`src/rtl/core/tfe_pkg.sv`:
```
// Shared types, constants and frame field lookups for the telemetry frame encoder.
package tfe_pkg;

   localparam int WORD_COUNT = 6;
   localparam int WORD_WIDTH = 16;
   localparam int BYTE_WIDTH = 8;
   localparam int CNT_WIDTH  = 4;
   localparam int CSR_WIDTH  = 16;
   localparam int IDX_WIDTH  = 2;

   localparam logic [BYTE_WIDTH-1:0] FRAME_HEADER = 8'hAA;

   localparam logic [1:0] KIND_INERTIAL = 2'd0;
   localparam logic [1:0] KIND_EULER    = 2'd1;
   localparam logic [1:0] KIND_QUAT     = 2'd2;
   localparam logic [1:0] KIND_NONE     = 2'd3;

   localparam logic [BYTE_WIDTH-1:0] FUNC_INERTIAL = 8'h01;
   localparam logic [BYTE_WIDTH-1:0] FUNC_EULER    = 8'h03;
   localparam logic [BYTE_WIDTH-1:0] FUNC_QUAT     = 8'h04;

   localparam logic [BYTE_WIDTH-1:0] LEN_INERTIAL = 8'd13;
   localparam logic [BYTE_WIDTH-1:0] LEN_EULER    = 8'd7;
   localparam logic [BYTE_WIDTH-1:0] LEN_QUAT     = 8'd9;

   localparam logic [IDX_WIDTH-1:0] REG_TARGET_ADDRESS = 2'd0;
   localparam logic [IDX_WIDTH-1:0] REG_EULER_SCALE    = 2'd1;
   localparam logic [IDX_WIDTH-1:0] REG_QUAT_SCALE     = 2'd2;

   localparam logic [BYTE_WIDTH-1:0] RESET_TARGET_ADDRESS = 8'hFF;
   localparam logic [WORD_WIDTH-1:0] RESET_EULER_SCALE    = 16'd100;
   localparam logic [WORD_WIDTH-1:0] RESET_QUAT_SCALE     = 16'd10000;

   typedef logic [WORD_COUNT-1:0][WORD_WIDTH-1:0] word_array_type;

   typedef struct packed {
      logic load;
      logic fetch;
      logic shift;
      logic use_scale;
   } scaler_ctl_type;

   typedef struct packed {
      logic clear;
      logic update;
   } check_ctl_type;

   function automatic logic [BYTE_WIDTH-1:0] func_code(input logic [1:0] kind);
      logic [BYTE_WIDTH-1:0] code;
      unique case (kind)
         KIND_EULER: code = FUNC_EULER;
         KIND_QUAT:  code = FUNC_QUAT;
         default:    code = FUNC_INERTIAL;
      endcase
      return code;
   endfunction

   function automatic logic [BYTE_WIDTH-1:0] frame_len(input logic [1:0] kind);
      logic [BYTE_WIDTH-1:0] len;
      unique case (kind)
         KIND_EULER: len = LEN_EULER;
         KIND_QUAT:  len = LEN_QUAT;
         default:    len = LEN_INERTIAL;
      endcase
      return len;
   endfunction

   // index of the last payload byte: twice the word count, minus one
   function automatic logic [CNT_WIDTH-1:0] body_last(input logic [1:0] kind);
      logic [BYTE_WIDTH-1:0] len;
      len = frame_len(kind);
      return len[CNT_WIDTH-1:0] - CNT_WIDTH'(2);
   endfunction

endpackage

```
`src/rtl/core/tfe_scaler.sv`:
```
// Payload word store, 16-bit scale multiplier and byte shifter.
module tfe_scaler (
   input  logic                                    clock,
   input  tfe_pkg::scaler_ctl_type                 ctl,
   input  tfe_pkg::word_array_type                 words,
   input  logic [tfe_pkg::WORD_WIDTH-1:0]          scale,
   output logic [tfe_pkg::BYTE_WIDTH-1:0]          payload_byte
);

   tfe_pkg::word_array_type              raw_ff;
   logic [tfe_pkg::WORD_WIDTH-1:0]       scale_ff;
   logic                                 use_scale_ff;
   logic [tfe_pkg::WORD_WIDTH-1:0]       word_ff;
   logic [2*tfe_pkg::WORD_WIDTH-1:0]     product;
   logic [tfe_pkg::WORD_WIDTH-1:0]       word_in;

   assign product      = raw_ff[0] * scale_ff;
   assign word_in      = use_scale_ff ? product[tfe_pkg::WORD_WIDTH-1:0] : raw_ff[0];
   assign payload_byte = word_ff[tfe_pkg::BYTE_WIDTH-1:0];

   always_ff @(posedge clock) begin
      if (ctl.load) begin
         raw_ff       <= words;
         scale_ff     <= scale;
         use_scale_ff <= ctl.use_scale;
      end else if (ctl.fetch) begin
         for (int i = 0; i < tfe_pkg::WORD_COUNT - 1; i++) begin
            raw_ff[i] <= raw_ff[i+1];
         end
         raw_ff[tfe_pkg::WORD_COUNT-1] <= '0;
      end

      if (ctl.fetch) begin
         word_ff <= word_in;
      end else if (ctl.shift) begin
         word_ff <= {{tfe_pkg::BYTE_WIDTH{1'b0}},
                     word_ff[tfe_pkg::WORD_WIDTH-1:tfe_pkg::BYTE_WIDTH]};
      end
   end

endmodule

```
`src/rtl/core/tfe_check.sv`:
```
// Running sum check and add check, one byte per cycle while ctl.update is set.
module tfe_check (
   input  logic                             clock,
   input  tfe_pkg::check_ctl_type           ctl,
   input  logic [tfe_pkg::BYTE_WIDTH-1:0]   data_byte,
   output logic [tfe_pkg::BYTE_WIDTH-1:0]   sum_total,
   output logic [tfe_pkg::BYTE_WIDTH-1:0]   add_total
);

   logic [tfe_pkg::BYTE_WIDTH-1:0] sum_ff;
   logic [tfe_pkg::BYTE_WIDTH-1:0] add_ff;
   logic [tfe_pkg::BYTE_WIDTH-1:0] sum_in;
   logic [tfe_pkg::BYTE_WIDTH-1:0] add_in;

   assign sum_in    = sum_ff + data_byte;
   assign add_in    = add_ff + sum_in;
   assign sum_total = sum_ff;
   assign add_total = add_ff;

   always_ff @(posedge clock) begin
      if (ctl.clear) begin
         sum_ff <= '0;
         add_ff <= '0;
      end else if (ctl.update) begin
         sum_ff <= sum_in;
         add_ff <= add_in;
      end
   end

endmodule

```
`src/rtl/core/telemetry_frame_encoder.sv`:
```
// Top level of the telemetry frame encoder: frame sequencer, registers and output stage.
//
// One request item carries a record kind, six signed 16-bit values and a status
// byte. The block answers with one frame, one byte per response item:
// header, target address, function code, length, payload words low byte first,
// status, sum check and add check; rsp_last_byte marks the add check byte.
// Inertial frames have 19 bytes, Euler frames 13 and quaternion frames 15.
// A request of kind 3 is taken and answered with nothing.
// After a request is taken the frame leaves one byte per cycle while rsp_stall stays
// low. Scaled words go through one 16x16 multiplier, one word per two bytes sent.
// req_stall is high while a frame is being sent; the next request is taken
// in the cycle after the last byte enters the output register.
// With rsp_valid and rsp_stall high, the output byte holds and the sequencer waits.
// Reset clears the sequencer and output valid and loads the default target
// address (0xFF), Euler scale (100) and quaternion scale (10000). CSR writes take
// effect at the next clock edge; the user must make them while idle (not enforced).
module telemetry_frame_encoder (
   input  logic                                  clock,
   input  logic                                  reset,
   input  logic                                  csr_write,
   input  logic [tfe_pkg::IDX_WIDTH-1:0]         csr_index,
   input  logic [tfe_pkg::CSR_WIDTH-1:0]         csr_data,
   input  logic                                  req_valid,
   output logic                                  req_stall,
   input  logic [1:0]                            req_kind,
   input  logic signed [tfe_pkg::WORD_WIDTH-1:0] req_value_0,
   input  logic signed [tfe_pkg::WORD_WIDTH-1:0] req_value_1,
   input  logic signed [tfe_pkg::WORD_WIDTH-1:0] req_value_2,
   input  logic signed [tfe_pkg::WORD_WIDTH-1:0] req_value_3,
   input  logic signed [tfe_pkg::WORD_WIDTH-1:0] req_value_4,
   input  logic signed [tfe_pkg::WORD_WIDTH-1:0] req_value_5,
   input  logic [tfe_pkg::BYTE_WIDTH-1:0]        req_status,
   output logic                                  rsp_valid,
   input  logic                                  rsp_stall,
   output logic [tfe_pkg::BYTE_WIDTH-1:0]        rsp_tx_byte,
   output logic                                  rsp_last_byte
);

   typedef enum logic [2:0] {
      ST_IDLE,
      ST_HEAD,
      ST_BODY,
      ST_STAT,
      ST_SUM,
      ST_ADD
   } state_type;

   state_type                              state_ff, state_in;
   logic [tfe_pkg::CNT_WIDTH-1:0]          cnt_ff, cnt_in;
   logic [1:0]                             kind_ff, kind_in;
   logic [tfe_pkg::BYTE_WIDTH-1:0]         status_ff, status_in;
   logic                                   rsp_valid_ff, rsp_valid_in;
   logic [tfe_pkg::BYTE_WIDTH-1:0]         rsp_tx_byte_ff, rsp_tx_byte_in;
   logic                                   rsp_last_byte_ff, rsp_last_byte_in;

   logic [tfe_pkg::BYTE_WIDTH-1:0]         target_address_ff;
   logic [tfe_pkg::WORD_WIDTH-1:0]         euler_scale_ff;
   logic [tfe_pkg::WORD_WIDTH-1:0]         quat_scale_ff;

   logic                                   req_accept;
   logic                                   advance;
   logic [tfe_pkg::BYTE_WIDTH-1:0]         next_byte;
   logic [tfe_pkg::BYTE_WIDTH-1:0]         payload_byte;
   logic [tfe_pkg::BYTE_WIDTH-1:0]         sum_total;
   logic [tfe_pkg::BYTE_WIDTH-1:0]         add_total;
   logic [tfe_pkg::WORD_WIDTH-1:0]         scale_sel;
   tfe_pkg::word_array_type                words;
   tfe_pkg::scaler_ctl_type                scaler_ctl;
   tfe_pkg::check_ctl_type                 check_ctl;

   assign req_stall     = (state_ff != ST_IDLE);
   assign req_accept    = req_valid && !req_stall;
   assign advance       = (state_ff != ST_IDLE) && (!rsp_valid_ff || !rsp_stall);
   assign rsp_valid     = rsp_valid_ff;
   assign rsp_tx_byte   = rsp_tx_byte_ff;
   assign rsp_last_byte = rsp_last_byte_ff;

   assign words = {req_value_5, req_value_4, req_value_3,
                   req_value_2, req_value_1, req_value_0};
   assign scale_sel = (req_kind == tfe_pkg::KIND_QUAT) ? quat_scale_ff : euler_scale_ff;

   always_ff @(posedge clock) begin
      if (reset) begin
         target_address_ff <= tfe_pkg::RESET_TARGET_ADDRESS;
         euler_scale_ff    <= tfe_pkg::RESET_EULER_SCALE;
         quat_scale_ff     <= tfe_pkg::RESET_QUAT_SCALE;
      end else if (csr_write) begin
         unique case (csr_index)
            tfe_pkg::REG_TARGET_ADDRESS: begin
               target_address_ff <= csr_data[tfe_pkg::BYTE_WIDTH-1:0];
            end
            tfe_pkg::REG_EULER_SCALE: begin
               euler_scale_ff <= csr_data;
            end
            tfe_pkg::REG_QUAT_SCALE: begin
               quat_scale_ff <= csr_data;
            end
            default: begin
            end
         endcase
      end
   end

   // select the byte that the sequencer sends next
   always_comb begin
      next_byte = '0;
      unique case (state_ff)
         ST_HEAD: begin
            unique case (cnt_ff[1:0])
               2'd0:    next_byte = tfe_pkg::FRAME_HEADER;
               2'd1:    next_byte = target_address_ff;
               2'd2:    next_byte = tfe_pkg::func_code(kind_ff);
               default: next_byte = tfe_pkg::frame_len(kind_ff);
            endcase
         end
         ST_BODY: next_byte = payload_byte;
         ST_STAT: next_byte = status_ff;
         ST_SUM:  next_byte = sum_total;
         ST_ADD:  next_byte = add_total;
         default: next_byte = '0;
      endcase
   end

   always_comb begin
      state_in         = state_ff;
      cnt_in           = cnt_ff;
      kind_in          = kind_ff;
      status_in        = status_ff;
      rsp_valid_in     = rsp_valid_ff && rsp_stall;
      rsp_tx_byte_in   = rsp_tx_byte_ff;
      rsp_last_byte_in = rsp_last_byte_ff;

      scaler_ctl.load      = req_accept;
      scaler_ctl.fetch     = 1'b0;
      scaler_ctl.shift     = 1'b0;
      scaler_ctl.use_scale = (req_kind != tfe_pkg::KIND_INERTIAL);
      check_ctl.clear      = req_accept;
      check_ctl.update     = 1'b0;

      if (req_accept) begin
         kind_in   = req_kind;
         status_in = (req_kind == tfe_pkg::KIND_INERTIAL) ? '0 : req_status;
         cnt_in    = '0;
         if (req_kind != tfe_pkg::KIND_NONE) begin
            state_in = ST_HEAD;
         end
      end

      if (advance) begin
         rsp_valid_in     = 1'b1;
         rsp_tx_byte_in   = next_byte;
         rsp_last_byte_in = (state_ff == ST_ADD);
         unique case (state_ff)
            ST_HEAD: begin
               check_ctl.update = 1'b1;
               cnt_in           = cnt_ff + 1'b1;
               if (cnt_ff[1:0] == 2'd3) begin
                  scaler_ctl.fetch = 1'b1;
                  cnt_in           = '0;
                  state_in         = ST_BODY;
               end
            end
            ST_BODY: begin
               check_ctl.update = 1'b1;
               cnt_in           = cnt_ff + 1'b1;
               if (cnt_ff[0]) begin
                  scaler_ctl.fetch = 1'b1;
               end else begin
                  scaler_ctl.shift = 1'b1;
               end
               if (cnt_ff == tfe_pkg::body_last(kind_ff)) begin
                  state_in = ST_STAT;
               end
            end
            ST_STAT: begin
               check_ctl.update = 1'b1;
               state_in         = ST_SUM;
            end
            ST_SUM: begin
               state_in = ST_ADD;
            end
            ST_ADD: begin
               state_in = ST_IDLE;
            end
            default: begin
               state_in = ST_IDLE;
            end
         endcase
      end
   end

   always_ff @(posedge clock) begin
      if (reset) begin
         state_ff     <= ST_IDLE;
         cnt_ff       <= '0;
         rsp_valid_ff <= 1'b0;
      end else begin
         state_ff     <= state_in;
         cnt_ff       <= cnt_in;
         rsp_valid_ff <= rsp_valid_in;
      end
      kind_ff          <= kind_in;
      status_ff        <= status_in;
      rsp_tx_byte_ff   <= rsp_tx_byte_in;
      rsp_last_byte_ff <= rsp_last_byte_in;
   end

   tfe_scaler u_scaler (
      .clock        (clock),
      .ctl          (scaler_ctl),
      .words        (words),
      .scale        (scale_sel),
      .payload_byte (payload_byte)
   );

   tfe_check u_check (
      .clock     (clock),
      .ctl       (check_ctl),
      .data_byte (next_byte),
      .sum_total (sum_total),
      .add_total (add_total)
   );

endmodule

```
`config.mk`:
```
export PLATFORM = sky130hd
export DESIGN_NAME = telemetry_frame_encoder
export DESIGN_NICKNAME = d
export VERILOG_FILES = /design/src/rtl/core/tfe_pkg.sv /design/src/rtl/core/tfe_scaler.sv /design/src/rtl/core/tfe_check.sv /design/src/rtl/core/telemetry_frame_encoder.sv
export SDC_FILE = /design/constraint.sdc
export NUM_CORES = 1
export LEC_CHECK = 0
export ABC_AREA = 1
export BUFFER_PORTS_ARGS = -buffer_cell sky130_fd_sc_hd__buf_2
export CORE_ASPECT_RATIO = 2
export CORE_MARGIN = 4
export CORE_UTILIZATION = 40
export CTS_CLUSTER_DIAMETER = 60
export CTS_CLUSTER_SIZE = 16
export DETAILED_ROUTE_END_ITERATION = 7
export HOLD_SLACK_MARGIN = 0.08
export PLACE_DENSITY_LB_ADDON = 0.08
export REMOVE_ABC_BUFFERS = 1
export SYNTH_ARGS = -nofsm -noshare
export SYNTH_HDL_FRONTEND = slang
export SYNTH_HIERARCHICAL = 1
export SYNTH_SLANG_ARGS = --single-unit
```
`constraint.sdc`:
```
create_clock -name clock -period 8.5 [get_ports clock]
set_input_delay 1.275 -clock clock [delete_from_list [all_inputs] [get_ports clock]]
set_output_delay 1.275 -clock clock [all_outputs]
set_load 0.05 [all_outputs]
```
# == Word-level counts from Yosys, hierarchy flattened ==
# Cells that the tools add are included.
# word_totals
in_bits,129
reg_bits,212
# classes
mul,1
reduce_logical,18
add_sub_neg,4
eq_ne,15
n_mux,31
# ops
operator,count
$mux W96,2
$mux W16,4
$pmux W8 S5,1
$pmux W8 S3,1
$mux W4,5
$add A8 B8 Y8,2
$mul A16 B16 Y16,1
$pmux W4 S2,2
$mux W3,5
$pmux W3 S4,1
$eq A2 B2 Y1 const B,5
$mux W1,7
$eq A2 B1 Y1 const B,3
$eq A3 B2 Y1 const B,2
$eq A3 B3 Y1 const B,2
$logic_not A2 Y1,3
$pmux W3 S2,1
$reduce_and A2 Y1,3
$reduce_bool A2 Y1,3
$add A4 B1 Y4 const B,1
$eq A4 B4 Y1,1
$sub A4 B2 Y4 const B,1
$eq A3 B1 Y1 const B,1
$logic_and A1 B1 Y1,3
7 further kinds,9

# == Logic depth before layout (Yosys ltp) ==
# Gate-level depths: netlist of the first run.
# depth
word_depth,9
mapped_depth,29

# == Cells and area by module ==
# Netlist of the first run, hierarchy kept.
# by_module_without_submodules
mod,n_inst,area_per_inst_um2,cells_each,seq_area_each_um2
tfe_scaler,1,9795.6,1168,3873.7
telemetry_frame_encoder,1,3221.8,406,1531.5
tfe_check,1,1214.9,171,320.3

# == Worst setup path before layout of the first run ==
# No wires, ideal clock.
# synth_path
path_kind,register to register
startpoint,register u_scaler/scale_ff[1] (netlist name)
endpoint,register u_scaler/word_ff[14] (netlist name) (data pin)
arrival_ns,5.008
stages_incl_launch_ff,19
path_slack_ns,3.237
period_less_slack_ns,5.263
path_buffers,2
setup_ns,0.255
path_cell_list,edfxtp_1 -> clkbuf_2 -> clkbuf_1 -> nand2_1 -> fa_1 -> fa_1 -> fa_1 -> fa_1 -> inv_1 -> fa_1 -> inv_1 -> fa_1 -> inv_1 -> ha_1 -> nand2_1 -> o311ai_0 -> nor2_1 -> o21ai_0 -> inv_1
# synth_via
elab_chain_len,3
# synth_lines
item,line_no,text
from (decl),tfe_scaler.sv:11,logic [tfe_pkg::WORD_WIDTH-1:0] scale_ff;
from (signal assigned),tfe_scaler.sv:24,scale_ff <= scale;
$mul A16 B16 Y16,tfe_scaler.sv:17,assign product = raw_ff[0] * scale_ff;
$mux W16,tfe_scaler.sv:18,assign word_in = use_scale_ff ? product[tfe_pkg::WORD_WIDTH-1:0] : raw_ff[0];
$mux W16,tfe_scaler.sv:33,if (ctl.fetch) begin
to (signal assigned),tfe_scaler.sv:34,word_ff <= word_in;
to (signal assigned),tfe_scaler.sv:36,"word_ff <= {{tfe_pkg::BYTE_WIDTH{1'b0}},"
to (decl),tfe_scaler.sv:13,logic [tfe_pkg::WORD_WIDTH-1:0] word_ff;
# No other way between the ends.
# A chain may end at the register's enable or synchronous reset.

# == Worst setup path after layout of the first run ==
# layout_path
startpoint,register u_scaler/scale_ff[1] (netlist name)
endpoint,register u_scaler/word_ff[15] (netlist name) (data pin)
# The elaborated chain is that of the path after synthesis.

==> metrics.txt, run 1 <==
sum of negative setup slack 0 ns; Wirelength per Cell 16.5 microns; Total Nets Final 2120; worst setup margin 2.73 ns; Critical-path top delay cell edfxtp_1; Top delay family on crit path adder cells; Syn Inst Count 1745; Tot GR Track Use 0.194; Top Ports 140; final setup fails 0; static leakage 8.25 nW; die area 38800 sq um; Fin Clk Skew 0.0194 ns; CTS max path bufs 3; worst setup path class flop to flop; fmax 0.173 GHz; Reg area 5730 sq um; DIE WIDTH 141 microns; Synth Cell Area 14200 sq um; final hold viol count 0; #FFs+latches synth 212; startpoint class of the critical path flop; crit-path max cell delay 0.74 ns; cts repair resizes 0; pin count of the biggest net entering global routing 82; Critical Path Fanout Max 16; Final Power 4.68 mW; vias after detailed routing 11100; # Post-CTS Setup Buffers 0; Port Buffer Count 139; Max-cap violations 0; Clock Latency Late Sink 0.50 ns; register area share after synthesis 0.402; core area 35100 sq um; Worst setup EP type flop; Final HPWL DP 29.0 mm; Async SR Flop Fraction 0; crit-path cells nand2_1, fa_1, fa_1, inv_1, fa_1, fa_1, fa_1, inv_1, fa_1, inv_1, ha_1, inv_1, o21bai_1, inv_1, nor2_1, a211oi_1, nand3_1, nand2_1, nand3_1, nand2_1, inv_1; Tmin final 5.77 ns; final max-slew violation count 0; routed wire length 38.0 mm; hold_buf cts 0; logic gate share of total power 0.560; CTS tree yes; Worst Path Arrival 6.02 ns; final core area utilization 0.447; fill count 3561; dpl cells 2264; layout cells sized above 1 0.127; fin area 15700 sq um; ys flop type edfxtp_1; VDD IR max 314 uV; Pre-antenna DRT Iters 8; post-route non-filler standard cell count 2304; Via density 4.80; starting density of the core 0.406; relative slew slack 0.160; worst slew pin tran 1.26 ns; unrepaired setup endpoints after global routing no; Setup WS pre-CTS 2.73 ns; CTS root buffer clkbuf_16; GPL Wtd Cong 0.877; yosys warns 6; H-tree Lvls 1; Die Height 275 microns; switching pwr 2.11 mW; Site Rows 97; Final Cycle Share 0.679; worst hold slack 0.459 ns; gr ovfl total 0; initial antenna violation count 14; number of global-route vias before repair 11300; # DRC 0; Cell Pwr Density 299 nW/um^2; Data required, critical path 8.75 ns; 1st-iter DRT viols 515; area of the multi-input gates 7000 sq um; Area growth, synth to finish 10.1%; Net Sw Frac 0.451; Distinct cells, synth 49; power share of the sequential group 0.278; status complete, no violations; P_int 2.57 mW; Syn Area/Cell 8.16 sq um; first-pass GRT wire length 58.6 mm; clock transition at the registers of the reported paths 0.07 ns; number of buffers created by CTS 17; antenna-violating nets left 0; Clock Sink Count 212; Critical path buffers and inverters 6; Clock power frac 0.162; worst min-delay path class flop to flop; number of synthesized flops with an enable pin 148; DP Area 15200 sq um
## worst reg2reg max path, cell delays in order, from the launching register on
cell,delay [ns]
edfxtp_1,0.74
nand2_1,0.17
fa_1,0.53
fa_1,0.55
inv_1,0.06
fa_1,0.48
fa_1,0.54
fa_1,0.50
inv_1,0.05
fa_1,0.52
inv_1,0.06
ha_1,0.31
inv_1,0.12
o21bai_1,0.08
inv_1,0.10
nor2_1,0.05
a211oi_1,0.17
nand3_1,0.18
nand2_1,0.11
nand3_1,0.08
nand2_1,0.09
inv_1,0.04
## sequential cells by signal, summed over array words and instances (netlist names)
register	flops
quat_scale_ff	16
u_scaler/raw_ff	96
status_ff	8
rsp_tx_byte	8
u_check/sum_total	8
u_check/add_total	8
u_scaler/use_scale_ff	1
u_scaler/word_ff	16
rsp_last_byte	1
rsp_valid	1
euler_scale_ff	16
u_scaler/scale_ff	16
state_ff	3
kind_ff	2
target_address_ff	8
cnt_ff	4
## worst paths after layout
kind,slack (ns),from,cells after the start,end
max reg2reg,2.73,u_scaler/scale_ff[1],21,u_scaler/word_ff[15]
min,0.46,quat_scale_ff[8],2,quat_scale_ff[8]
min reg2reg,0.46,quat_scale_ff[8],2,quat_scale_ff[8]
max,2.73,u_scaler/scale_ff[1],21,u_scaler/word_ff[15]
## power by group through the flow
stage                     sequential, mW  clock (mW)  combinational [mW]
after floorplan                     1.30           0                1.85
after global placement              1.33           0                2.64
after detailed placement            1.33           0                2.66
after CTS                           1.30       0.790                2.69
after global routing                1.31       0.828                3.01
final                               1.30       0.756                2.62
## cell usage after synthesis (18+ instances only)
cell type	count	area (sq um)
nand2_2	18	113
nor2_1	129	484
nand3_1	65	325
clkbuf_1	38	143
edfxtp_1	148	4440
a21oi_1	32	160
ha_1	71	888
o21ai_0	65	325
nand2_1	612	2300
dfxtp_1	64	1280
inv_1	287	1080
fa_1	82	1640
## cell type report
| cell class | instances | share of cell area |
|---|---|---|
| Multi-Input combinational cell | 1161 | 0.447 |
| Sequential cell | 212 | 0.365 |
| Inverter | 302 | 0.0725 |
| Timing Repair Buffer | 144 | 0.0468 |
| Tap cell | 445 | 0.0355 |
| Clock buffer | 27 | 0.0296 |
| Antenna cell | 10 | 0.00160 |
| Clock inverter | 3 | 0.00152 |
## metal layers
layer  wire length [microns]  global-route usage  share of wire  vias up
li1                        -                   -              -     5554
met3                    1510              0.0280          0.040       92
met1                   13900               0.206           0.36     5169
met5                      34                   0        0.00089        -
met4                    2180               0.104          0.057        6
met2                   20400               0.363           0.54      243
## layout by cell type (no fill, tap or decap), drive strengths merged
master,synthesis,routed
a211oi,2,2
a21o,1,1
a21oi,36,36
a22o,1,1
a31oi,3,3
and2,1,1
buf,29,144
clkbuf,41,27
clkinv,3,3
dfxtp,64,64
diode,0,10
edfxtp,148,148
fa,82,82
ha,71,71
inv,299,302
mux2,16,16
nand2,630,630
nand2b,1,1
nand3,72,72
nand3b,3,3
nand4,8,8
nor2,137,137
nor3,1,1
o211ai,1,1
o21a,2,2
o21ai,71,71
o21bai,1,1
o22ai,2,2
o311ai,1,1
or2,4,4
xnor2,6,6
xor2,8,8
## cell families (layout without fill, tap and decap cells)
logic type,count (synthesis),in the layout,synth area share
AND/OR/NAND/NOR,857,857,0.246
buffers and inverters,372,476,0.106
flip-flops,212,212,0.402
adder cells (fa/ha/maj),153,153,0.178
AO/OA/AOI/OAI,121,121,0.0466
multiplexers,16,16,0.0127
XOR/XNOR,14,14,0.00862
other,0,10,0
(Power assumes the default switching activity.)
==> run 2, diff against run 1 <==
--- a/config.mk
+++ b/config.mk
@@ -5,7 +5,7 @@
 export SDC_FILE = /design/constraint.sdc
 export NUM_CORES = 1
 export LEC_CHECK = 0
-export ABC_AREA = 1
+export ABC_AREA = 0
 export BUFFER_PORTS_ARGS = -buffer_cell sky130_fd_sc_hd__buf_2
 export CORE_ASPECT_RATIO = 2
 export CORE_MARGIN = 4
==> constraint.sdc (replaced) <==
create_clock -name clock -period 5.63 [get_ports clock]
set_input_delay 0.8445 -clock clock [delete_from_list [all_inputs] [get_ports clock]]
set_output_delay 0.8445 -clock clock [all_outputs]
set_load 0.05 [all_outputs]
==> run 2 against run 1 <==
  * Register-to-register slack lost 2.5 ns
  * Clock-buffer cell count shrank 2
  * Via count shrank 16%
  * Clock skew shrank 0.0044 ns
  * Non-clock buffer count grew 50
  * Sequential cell count is the same
  * Area after synthesis shrank 3.5%
==> metrics.txt, run 2 <==
status complete, no violations; Async SR Flop Fraction 0; Adder-Cell Fraction of Synth Area 0.184; simple-gate area share of the yosys netlist 0.131; CTS tree yes; Data required, critical path 5.89 ns; worst slew pin tran 1.19 ns; # DRC 0; Largest Register u_scaler/raw_ff; unrepaired setup endpoints after global routing yes; CTS max path bufs 3; Via density 5.03; Tmin final 5.45 ns; final max-slew violation count 0; Clock Latency Late Sink 0.50 ns; pin count of the biggest net entering global routing 150; static leakage 6.55 nW; Syn Area/Cell 11.0 sq um; cell taking the most area after synthesis edfxtp_1; Total Nets Final 1685; Synth Cell Area 13700 sq um; register area share after synthesis 0.417; Cell Pwr Density 633 nW/um^2; most frequent cells in the layout nand2_1 (153), edfxtp_1 (148), buf_2 (139); worst hold stages 2; worst setup path class flop to flop; #FFs+latches synth 212; commonest non-fill, non-tap cell in the layout nand2_1; most common cell in the netlist nand2_1; Tot GR Track Use 0.201; cell depth of the worst flop-to-flop path 20; number of global-route vias before repair 10100; Distinct cells, synth 66; final hold viol count 0; first-pass GRT wire length 58.1 mm; worst min-delay path class flop to flop; number of buffers created by CTS 17; Port Buffer Count 139; initial antenna violation count 3; final setup fails 0; Worst setup EP type flop; Clock Sink Count 212; post-synthesis mux area share 0.103; H-tree Lvls 1; gr ovfl total 0; Final Power 9.93 mW; Final HPWL DP 29.2 mm; Worst Path Arrival 5.71 ns; die area 37500 sq um; VDD IR max 919 uV; compound-gate portion of the synthesized area 0.0756; Pre-antenna DRT Iters 5; Site Rows 95; Top Ports 140; Yosys top cell area share 0.324; ys flop type edfxtp_1; post-route non-filler standard cell count 1850; max reg flops 96; Syn Inst Count 1254; clock transition at the registers of the reported paths 0.08 ns; CTS root buffer clkbuf_16; Critical Path Fanout Max 6; vias after detailed routing 9309; largest cells by area after synthesis edfxtp_1 (32%), fa_1 (12%), dfxtp_1 (9.3%); starting density of the core 0.407; main combinational cell family by area after synthesis adder cells; Fin Clk Skew 0.0150 ns; core area 33800 sq um; GPL Wtd Cong 0.955; number of synthesized flops with an enable pin 148; routed wire length 37.6 mm; layout cells sized above 1 0.238; fmax 0.184 GHz; relative slew slack 0.204; Max-cap violations 0; yosys warns 6; antenna-violating nets left 0; startpoint class of the critical path flop; Die Height 270 microns; Area growth, synth to finish 14.2%; post-synthesis xor/xnor area fraction 0.0314; 1st-iter DRT viols 453; Post-synth top cells nand2_1 (153), edfxtp_1 (148), inv_1 (130); Wirelength per Cell 20.3 microns; Final Cycle Share 0.968; dpl cells 1807; DIE WIDTH 139 microns; hold_buf cts 0
==> run 2: cell count changes in the layout (fill, tap and decap cells not counted), moves of 49 or more <==
cell and change:
nand2_1 -458, inv_1 -157, nor2_1 -91, mux2_2 +81
and2_1 +75, nand3_1 -60, o21ai_0 -49
==> run 2: worst max-delay path, cell delays in order (launching register included) <==
cell	delay (ns)
edfxtp_1	0.46
buf_4	0.18
and2_1	0.17
fa_1	0.53
inv_1	0.05
fa_1	0.47
inv_1	0.04
ha_1	0.18
fa_1	0.50
fa_1	0.54
inv_1	0.05
fa_1	0.55
inv_1	0.08
ha_4	0.16
or2_4	0.27
o32ai_4	0.24
o21bai_1	0.11
xor2_1	0.16
mux2i_1	0.26
buf_4	0.16
nor2b_1	0.04
==> run 2: kinds of logic after synthesis <==
group / after synthesis
adders and majority gates: 153
AOI/OAI and AO/OA: 162
muxes: 129
and+or+nand+nor: 357
DFF: 212
buffers and inverters: 195
xor gates and xnor gates: 46
==> run 2: final timing paths <==
path / startpoint / to / slack (ns)
setup reg to reg: u_scaler/scale_ff[4] / u_scaler/word_ff[11] / 0.18
hold reg to reg: quat_scale_ff[7] / quat_scale_ff[7] / 0.45
setup / recovery: u_scaler/scale_ff[4] / u_scaler/word_ff[11] / 0.18
hold / removal: quat_scale_ff[7] / quat_scale_ff[7] / 0.45
==> run 2: report_power, final <==
| part | switching, mW | internal [mW] | total (mW) |
|---|---|---|---|
| clock | 0.555 | 0.568 | 1.12 |
| sequential | 0.135 | 1.94 | 2.08 |
| combinational | 3.62 | 3.11 | 6.73 |
==> run 2: what timing repair did <==
action / CTS / global route
endpoints found under the setup margin: 0 / 5
buffers inserted: 0 / 13
gates resized for setup: 0 / 14
hold endpoints to repair: 0 / 0
==> run 2: final cells by class <==
type                    count  area, sq um
fillers                  3228        18100
well taps                 436          546
clock buffers              25          455
repair buffers            194         1140
flip-flops and latches    212         5730
multi-input cells         847         7290
inverters                 131          492
diodes                      1         2.50
clock inverters             4         27.5
==> run 2: per-layer routing <==
| layer | vias to the layer above | track usage | wire [microns] |
|---|---|---|---|
| met3 | 93 | 0.0234 | 1080 |
| met5 | - | 0 | 27 |
| li1 | 4523 | - | - |
| met2 | 206 | 0.387 | 20900 |
| met1 | 4483 | 0.203 | 12900 |
| met4 | 4 | 0.121 | 2670 |
==> run 2: stage by stage <==
step                hold WS (ns)  setup TNS, ns  utilization  worst slack [ns]  area (sq um)
floorplan                  0.427        -913.17            -             -4.63         13400
global placement           0.439              0        0.445            0.0847         15000
detailed placement         0.444              0        0.445            0.0787         15000
CTS                        0.455              0        0.459            0.0557         15500
global route               0.475        -0.0775        0.465           -0.0505         15700
finish                     0.453              0        0.465             0.182         15700
==> run 3, diff against run 2 <==
--- a/config.mk
+++ b/config.mk
@@ -14,6 +14,7 @@
 export CTS_CLUSTER_SIZE = 16
 export DETAILED_ROUTE_END_ITERATION = 7
 export HOLD_SLACK_MARGIN = 0.08
+export MAX_ROUTING_LAYER = met4
 export PLACE_DENSITY_LB_ADDON = 0.08
 export REMOVE_ABC_BUFFERS = 1
 export SYNTH_ARGS = -nofsm -noshare
==> run 3 against run 2 <==
  * Power barely moved
  * Sequential power barely moved
  * Wire length fell by 0.30%
  * Worst hold slack barely moved
==> metrics.txt, run 3 (synthesis results as in run 2) <==
Data required, critical path 5.89 ns; CTS tree yes; Max-cap violations 0; Largest Register u_scaler/raw_ff; post-route non-filler standard cell count 1850; Total Nets Final 1685; layout cells sized above 1 0.238; commonest non-fill, non-tap cell in the layout nand2_1; worst hold slack 0.453 ns; final hold viol count 0; die area 37500 sq um; Via density 5.02; pin count of the biggest net entering global routing 150; max reg flops 96; unrepaired setup endpoints after global routing yes; dpl cells 1807; Worst Path Arrival 5.72 ns; relative slew slack 0.214; CTS root buffer clkbuf_16; H-tree Lvls 1; clock transition at the registers of the reported paths 0.08 ns; worst setup path class flop to flop; Area growth, synth to finish 14.2%; VDD IR max 918 uV; worst min-delay path class flop to flop; number of global-route vias before repair 10100; hold_buf cts 0; startpoint class of the critical path flop; static leakage 6.55 nW; antenna-violating nets left 0; Pre-antenna DRT Iters 4; fill count 3228; starting density of the core 0.407; Cell Pwr Density 633 nW/um^2; Fin Clk Skew 0.0127 ns; Final Cycle Share 0.970; routed wire length 37.5 mm; Clock Sink Count 212; initial antenna violation count 1; core area 33800 sq um; DIE WIDTH 139 microns; CTS max path bufs 3; most frequent cells in the layout nand2_1 (153), edfxtp_1 (148), buf_2 (139); Worst setup EP type flop; Clock Latency Late Sink 0.50 ns; fmax 0.183 GHz; final max-slew violation count 0; Tot GR Track Use 0.207; Critical Path Fanout Max 6; Final HPWL DP 29.2 mm; first-pass GRT wire length 58.0 mm; number of buffers created by CTS 17; Site Rows 95; status complete, no violations; worst slew pin tran 1.18 ns; Top Ports 140; vias after detailed routing 9283; Wirelength per Cell 20.3 microns; gr ovfl total 0; Port Buffer Count 139; GPL Wtd Cong 0.975; # DRC 0; Tmin final 5.46 ns; 1st-iter DRT viols 426; final setup fails 0; Die Height 270 microns
## run 3: cell counts in the layout (fill, tap and decap cells not counted)
Identical to the previous run, type by type.
## run 3: stage by stage
step,util,TNS (ns),area (sq um),worst slack [ns],total power [mW]
final,0.465,0,15700,0.171,9.92
after floorplan,-,-913.17,13400,-4.63,6.73
after CTS,0.459,0,15500,0.0557,9.78
after global placement,0.445,0,15000,0.0847,8.61
after global routing,0.465,-0.0841,15700,-0.0500,10.9
after detailed placement,0.445,0,15000,0.0787,8.58
## run 3: worst paths after layout
check                            start              endpoint  slack [ns]  depth (start not counted)
setup reg to reg  u_scaler/scale_ff[4]  u_scaler/word_ff[11]        0.17                         20
hold / removal        quat_scale_ff[7]      quat_scale_ff[7]        0.45                          2
hold reg to reg       quat_scale_ff[7]      quat_scale_ff[7]        0.45                          2
setup / recovery  u_scaler/scale_ff[4]  u_scaler/word_ff[11]        0.17                         20
## run 3: worst max-delay path, stage by stage (launching register included)
cell and delay (ns):
edfxtp_1 0.47, buf_4 0.18, and2_1 0.17, fa_1 0.53, inv_1 0.05, fa_1 0.47
inv_1 0.04, ha_1 0.18, fa_1 0.50, fa_1 0.54, inv_1 0.05, fa_1 0.55
inv_1 0.08, ha_4 0.16, or2_4 0.27, o32ai_4 0.24, o21bai_1 0.11, xor2_1 0.16
mux2i_1 0.27, buf_4 0.16, nor2b_1 0.04
## run 3: what timing repair did
| item | CTS | global route |
|---|---|---|
| setup buffers | 0 | 13 |
| resized for setup | 0 | 14 |
| endpoints found under the setup margin | 0 | 5 |
## run 3: per-layer routing
| metal | vias up | routed length, microns | track usage |
|---|---|---|---|
| met5 | - | 0 | - |
| met4 | 0 | 2750 | 0.121 |
| met3 | 90 | 1050 | 0.0186 |
| met2 | 190 | 20900 | 0.389 |
| met1 | 4478 | 12800 | 0.204 |
| li1 | 4525 | - | - |
## run 3: layout make-up
type / instances / area (sq um) / share of cell area
diodes: 1 / 2.50 / 0.000160
clock buffers: 25 / 455 / 0.0290
clock inverters: 4 / 27.5 / 0.00176
inverters: 131 / 492 / 0.0314
multi-input cells: 847 / 7290 / 0.465
flip-flops and latches: 212 / 5730 / 0.365
well taps: 436 / 546 / 0.0348
repair buffers: 194 / 1140 / 0.0728
## run 3: where the power goes
part	switching (mW)	internal, mW	leakage, nW
registers	0.135	1.94	1.93
logic	3.61	3.11	4.39
clock network	0.557	0.568	0.225
